--- config.mk ---
export PLATFORM = sky130hd
export DESIGN_NAME = lcdrf_decode
export DESIGN_NICKNAME = d
export VERILOG_FILES = /design/src/hdl/lcdrf_pkg.sv /design/src/hdl/lcdrf_decode.sv
export SDC_FILE = /design/constraint.sdc
export NUM_CORES = 1
export LEC_CHECK = 0
export BUFFER_PORTS_ARGS = -buffer_cell sky130_fd_sc_hd__buf_4
export CAP_MARGIN = 20
export CELL_PAD_IN_SITES_DETAIL_PLACEMENT = 1
export CELL_PAD_IN_SITES_GLOBAL_PLACEMENT = 2
export CORE_ASPECT_RATIO = 0.9
export CORE_MARGIN = 1
export CORE_UTILIZATION = 10
export DETAILED_ROUTE_END_ITERATION = 6
export GPL_TIMING_DRIVEN = 0
export PLACE_DENSITY = 0.78
export SLEW_MARGIN = 20
export SYNTH_ARGS = -nofsm -noshare
export SYNTH_HDL_FRONTEND = slang
export SYNTH_SLANG_ARGS = --single-unit
--- constraint.sdc ---
create_clock -name vclk -period 0.8
set_input_delay 0.04 -clock vclk [all_inputs]
set_output_delay 0.04 -clock vclk [all_outputs]
set_load 0.1 [all_outputs]
--- src/hdl/lcdrf_pkg.sv ---
// Shared constants, address map, register offsets and port structs for the LCD register file.
`timescale 1ns / 1ps
package lcdrf_pkg;

  localparam int DEF_VRAM_BANK_BYTES = 8192;
  localparam int DEF_VRAM_BANKS      = 2;
  localparam int DEF_OAM_BYTES       = 160;
  localparam int DEF_PALETTE_BYTES   = 64;

  // Fixed by the 8 KiB bank window of the CPU map.
  localparam int VRAM_OFF_W = 13;

  localparam logic [15:0] ADDR_VRAM_LO = 16'h8000;
  localparam logic [15:0] ADDR_VRAM_HI = 16'h9fff;
  localparam logic [15:0] ADDR_OAM_LO  = 16'hfe00;
  localparam logic [15:0] ADDR_OAM_HI  = 16'hfe9f;
  localparam logic [15:0] ADDR_IO_LO   = 16'hff40;
  localparam logic [15:0] ADDR_IO_HI   = 16'hff7f;

  localparam logic [7:0] REG_LCDC = 8'h40;
  localparam logic [7:0] REG_STAT = 8'h41;
  localparam logic [7:0] REG_SCY  = 8'h42;
  localparam logic [7:0] REG_SCX  = 8'h43;
  localparam logic [7:0] REG_LY   = 8'h44;
  localparam logic [7:0] REG_LYC  = 8'h45;
  localparam logic [7:0] REG_DMA  = 8'h46;
  localparam logic [7:0] REG_BGP  = 8'h47;
  localparam logic [7:0] REG_OBP0 = 8'h48;
  localparam logic [7:0] REG_OBP1 = 8'h49;
  localparam logic [7:0] REG_WY   = 8'h4a;
  localparam logic [7:0] REG_WX   = 8'h4b;
  localparam logic [7:0] REG_VBK  = 8'h4f;
  localparam logic [7:0] REG_BGPI = 8'h68;
  localparam logic [7:0] REG_BGPD = 8'h69;
  localparam logic [7:0] REG_OBPI = 8'h6a;
  localparam logic [7:0] REG_OBPD = 8'h6b;

  localparam logic [2:0] PHASE_DATA = 3'd2;
  localparam logic [2:0] PHASE_CTRL = 3'd4;

  localparam logic FUNC_WRITE = 1'b1;

  typedef enum logic [1:0] {
    RGN_NONE,
    RGN_VRAM,
    RGN_OAM,
    RGN_IO
  } lcdrf_region_t;

  typedef struct packed {
    lcdrf_region_t             region;
    logic [7:0]                low;
    logic [VRAM_OFF_W-1:0]     vram_off;
  } lcdrf_dec_t;

  typedef struct packed {
    logic       vram_we;
    logic       oam_we;
    logic       bgp_we;
    logic       obp_we;
    logic [7:0] data;
  } lcdrf_wr_t;

  typedef struct packed {
    logic [7:0] vram;
    logic [7:0] oam;
    logic [7:0] bgp;
    logic [7:0] obp;
  } lcdrf_rd_t;

endpackage

--- src/hdl/lcdrf_decode.sv ---
// CPU address decode into memory region and register offset.
`timescale 1ns / 1ps
module lcdrf_decode import lcdrf_pkg::*; #(
  parameter int OAM_BYTES = DEF_OAM_BYTES
) (
  input  logic [15:0] bus_address,
  output lcdrf_dec_t  dec
);

  always_comb begin
    dec.low      = bus_address[7:0];
    dec.vram_off = bus_address[VRAM_OFF_W-1:0];
    if (bus_address >= ADDR_VRAM_LO && bus_address <= ADDR_VRAM_HI) begin
      dec.region = RGN_VRAM;
    end else if (bus_address >= ADDR_OAM_LO && bus_address <= ADDR_OAM_HI) begin
      // past the end of sprite RAM behaves as unmapped
      dec.region = ({1'b0, bus_address[7:0]} < 9'(OAM_BYTES)) ? RGN_OAM : RGN_NONE;
    end else if (bus_address >= ADDR_IO_LO && bus_address <= ADDR_IO_HI) begin
      dec.region = RGN_IO;
    end else begin
      dec.region = RGN_NONE;
    end
  end

endmodule

# == Word-level counts from Yosys, hierarchy flattened ==
# Cells that the tools add are included.
# totals
mem_bits_rw,0
elab_cells,14
romBits,0
n_memories,0
out_inout_bits,23
reg_bits,0
latchBits,0
input_bits,16
# op_classes
div_mod_pow,0
order_cmp,7
add_sub_neg,0
mul,0
mux,4
reduce_logical,3
eq_ne,0
shift,0
n_bitwise,0
# ops
operator,count
greater-or-equal comparator 16 bit (second input constant),3
<= comparator 16 bit (second input constant),3
< comparator 8 bit (second input constant),1
2-to-1 mux 2 bit,4
logical AND 1 bit,3

# == Longest topological paths before layout ==
# logic_depth
word_depth,5
depth_mapped,3
mapped_depth_nobuf,3

# == Worst setup path after synthesis ==
# Ideal clock, no wire load.
# synth_path
path_kind,input to output
from,in bus_address[14]
to,out dec[22] (netlist name)
stages,3
t_arrival_ns,1.045
setup_slack_ns,-0.285
n_path_buf,0
t_required_ns,0.760
cell_sequence,nand4_1 nor2_2 o2111a_1
# synth_rtl
element,line,source
start: declaration,lcdrf_decode.sv:6,"input logic [15:0] bus_address,"
end: declaration,lcdrf_decode.sv:7,output lcdrf_dec_t dec

==> impl_metrics.toml <==
[timing]
finalHoldViolCount = 0
fmax_mhz = 1250
maxSlewHeadroom = 0.814
tightest_slew_ps = 282
maxSlewViolCount = 0
post-route-period-util = 1.00
setup_viol = 1
period_needed_ps = 802
tns_ps = -2.13
rsz0062_at_grt = "yes"
worst_slack_ps = -2.13
whs_ps = 407

[routing]
dr.first_iter.drc_count = 4
remaining_drc_errors = 0
viasPerCell = 3.30
ant_nets = 0
first_pass_iters = 2
vias = 294
avgRoutedWirePerCell_um = 8.47
routed_wirelength_um = 754

[critical_path]
crit_type = "in -> out"
critPathBufInv = 2
crit_arrival_ps = 760
slowest_stage = "o2111a_2"
cp_cell_sequence = "buf_6, nand4_1, nor2_2, o2111a_2, buf_12"
crit_required_ps = 760
crit_family = "buffers and inverters"
critPathMaxStageDelay_ps = 240
path_max_fanout = 2
cp-startpoint = "bus_address[14]"
worstSetupEndpoint = "dec[22]"
critical_path.startpoint_type = "input port"
endpoint_kind = "output port"
critical_path_cell_count = 5

[cells_and_area]
area_growth_pct = 154
final_nets = 82
stdcell_area_sq_um = 549
multi_input_area_sq_um = 57.6
fin_cells = 89
num-fill-cells = 257
regArea_sq_um = 0
clkbuf_count = 0
drive_above_1_share = 0.906
flops_and_latches = 0
diodes = 0

[power]
ir_drop_mv = 0.391
cellPowerDensity_nw_per_um2 = 1230
power.static_leakage_uw = 0.000302

[placement]
dp_cells = 89
port_buffers = 34
place_area_sq_um = 505
gp_congestion = 0.572

[logic_synthesis]
yosys_warnings = 0
syn-cell-area_sq_um = 216
seq_area_frac_synth = 0
avgSynthCellArea_sq_um = 7.22
synth_top_cell_area_share = 0.728
yosysTopAreaCell = "buf_4"
synthDistinctLibCells = 10
syn-instance-count = 30
syn_nets = 46
synth_area_leaders = "buf_4 73%, o2111a_1 5.2%, and4b_1 4.6%"
yosysMostFrequentCell = "buf_4"

[grt]
antenna_found_initial = 0
grt.total_usage = 0.0549
grt_first_pass_wirelength_um = 1040
grt_max_degree = 6
grt.overflow.total = 0
grt_pass1_vias = 273

[clock_tree]
hold_buffers = 0
cts_setup_buffers = 0

[floorplanning]
die_h_um = 46.1
die_area_sq_um = 2350
start_util = 0.110
io_pins = 39
core_sq_um = 1970
die_x_um = 51.0
rows = 15

[run_status]
violations = "negative setup slack"
status = "finished, violations left"

[hold_path]
worstHoldPathType = "in -> out"

[run]
cap_violations = 0
[placed cells by master (no fill, tap or decap)]
cell      instances
o21ai_0           1
nor2_1            1
nor2_2            1
a22o_2            1
o2111a_2          1
buf_4            48
nand2_1           1
buf_6             5
buf_12            2
nand4_1           1
inv_1             1
and4b_1           1
[cell type report]
cell class,instances,share of cell area
repair buffers,34,0.544
multi-input cells,8,0.105
well taps,25,0.0569
plain buffers,21,0.287
inverters,1,0.00683
[repair_timing]
item | 4_1_cts | 5_1_grt
pin swaps | 1 | 2
endpoints found under the setup margin | 2 | 2
resized for setup | 9 | 2
[metrics by stage]
stage	power, uW	worst slack [ps]	util
6_report	675	-2.13	0.279
5_1_grt	694	-55.4	0.279
4_1_cts	676	-8.94	0.275
3_5_place_dp	664	-96.4	0.257
3_3_place_gp	660	-84.8	0.257
2_1_floorplan	522	-20.1	-
[routing by layer]
| layer | global-route usage | vias to the layer above | share of wire |
|---|---|---|---|
| met5 | 0 | - | 0 |
| met4 | 0 | 0 | 0 |
| met3 | 0.00330 | 0 | 0.11 |
| met2 | 0.121 | 23 | 0.52 |
| met1 | 0.0601 | 123 | 0.37 |
| li1 | - | 148 | - |
[report_power, final]
part	switching, uW	total (uW)	internal [uW]
Combinational	486	675	189
Clock	0	0	0
Sequential	0	0	0
Total	486	675	189
[worst min-delay path by stage]
stage | from | to | slack, ps | depth (start not counted)
2_1_floorplan | bus_address[0] | dec[0] | 290 | 1
3_3_place_gp | bus_address[1] | dec[1] | 410 | 2
3_5_place_dp | bus_address[0] | dec[0] | 410 | 2
4_1_cts | bus_address[0] | dec[13] | 410 | 2
5_1_grt | bus_address[0] | dec[0] | 410 | 2
6_report | bus_address[4] | dec[4] | 410 | 2
[logic make-up after synthesis]
logic type / Yosys count / synth area share
buf+inv: 22 / 0.746
simple gates: 5 / 0.139
compound gates: 3 / 0.116
Power figures use the tool's default switching activity.
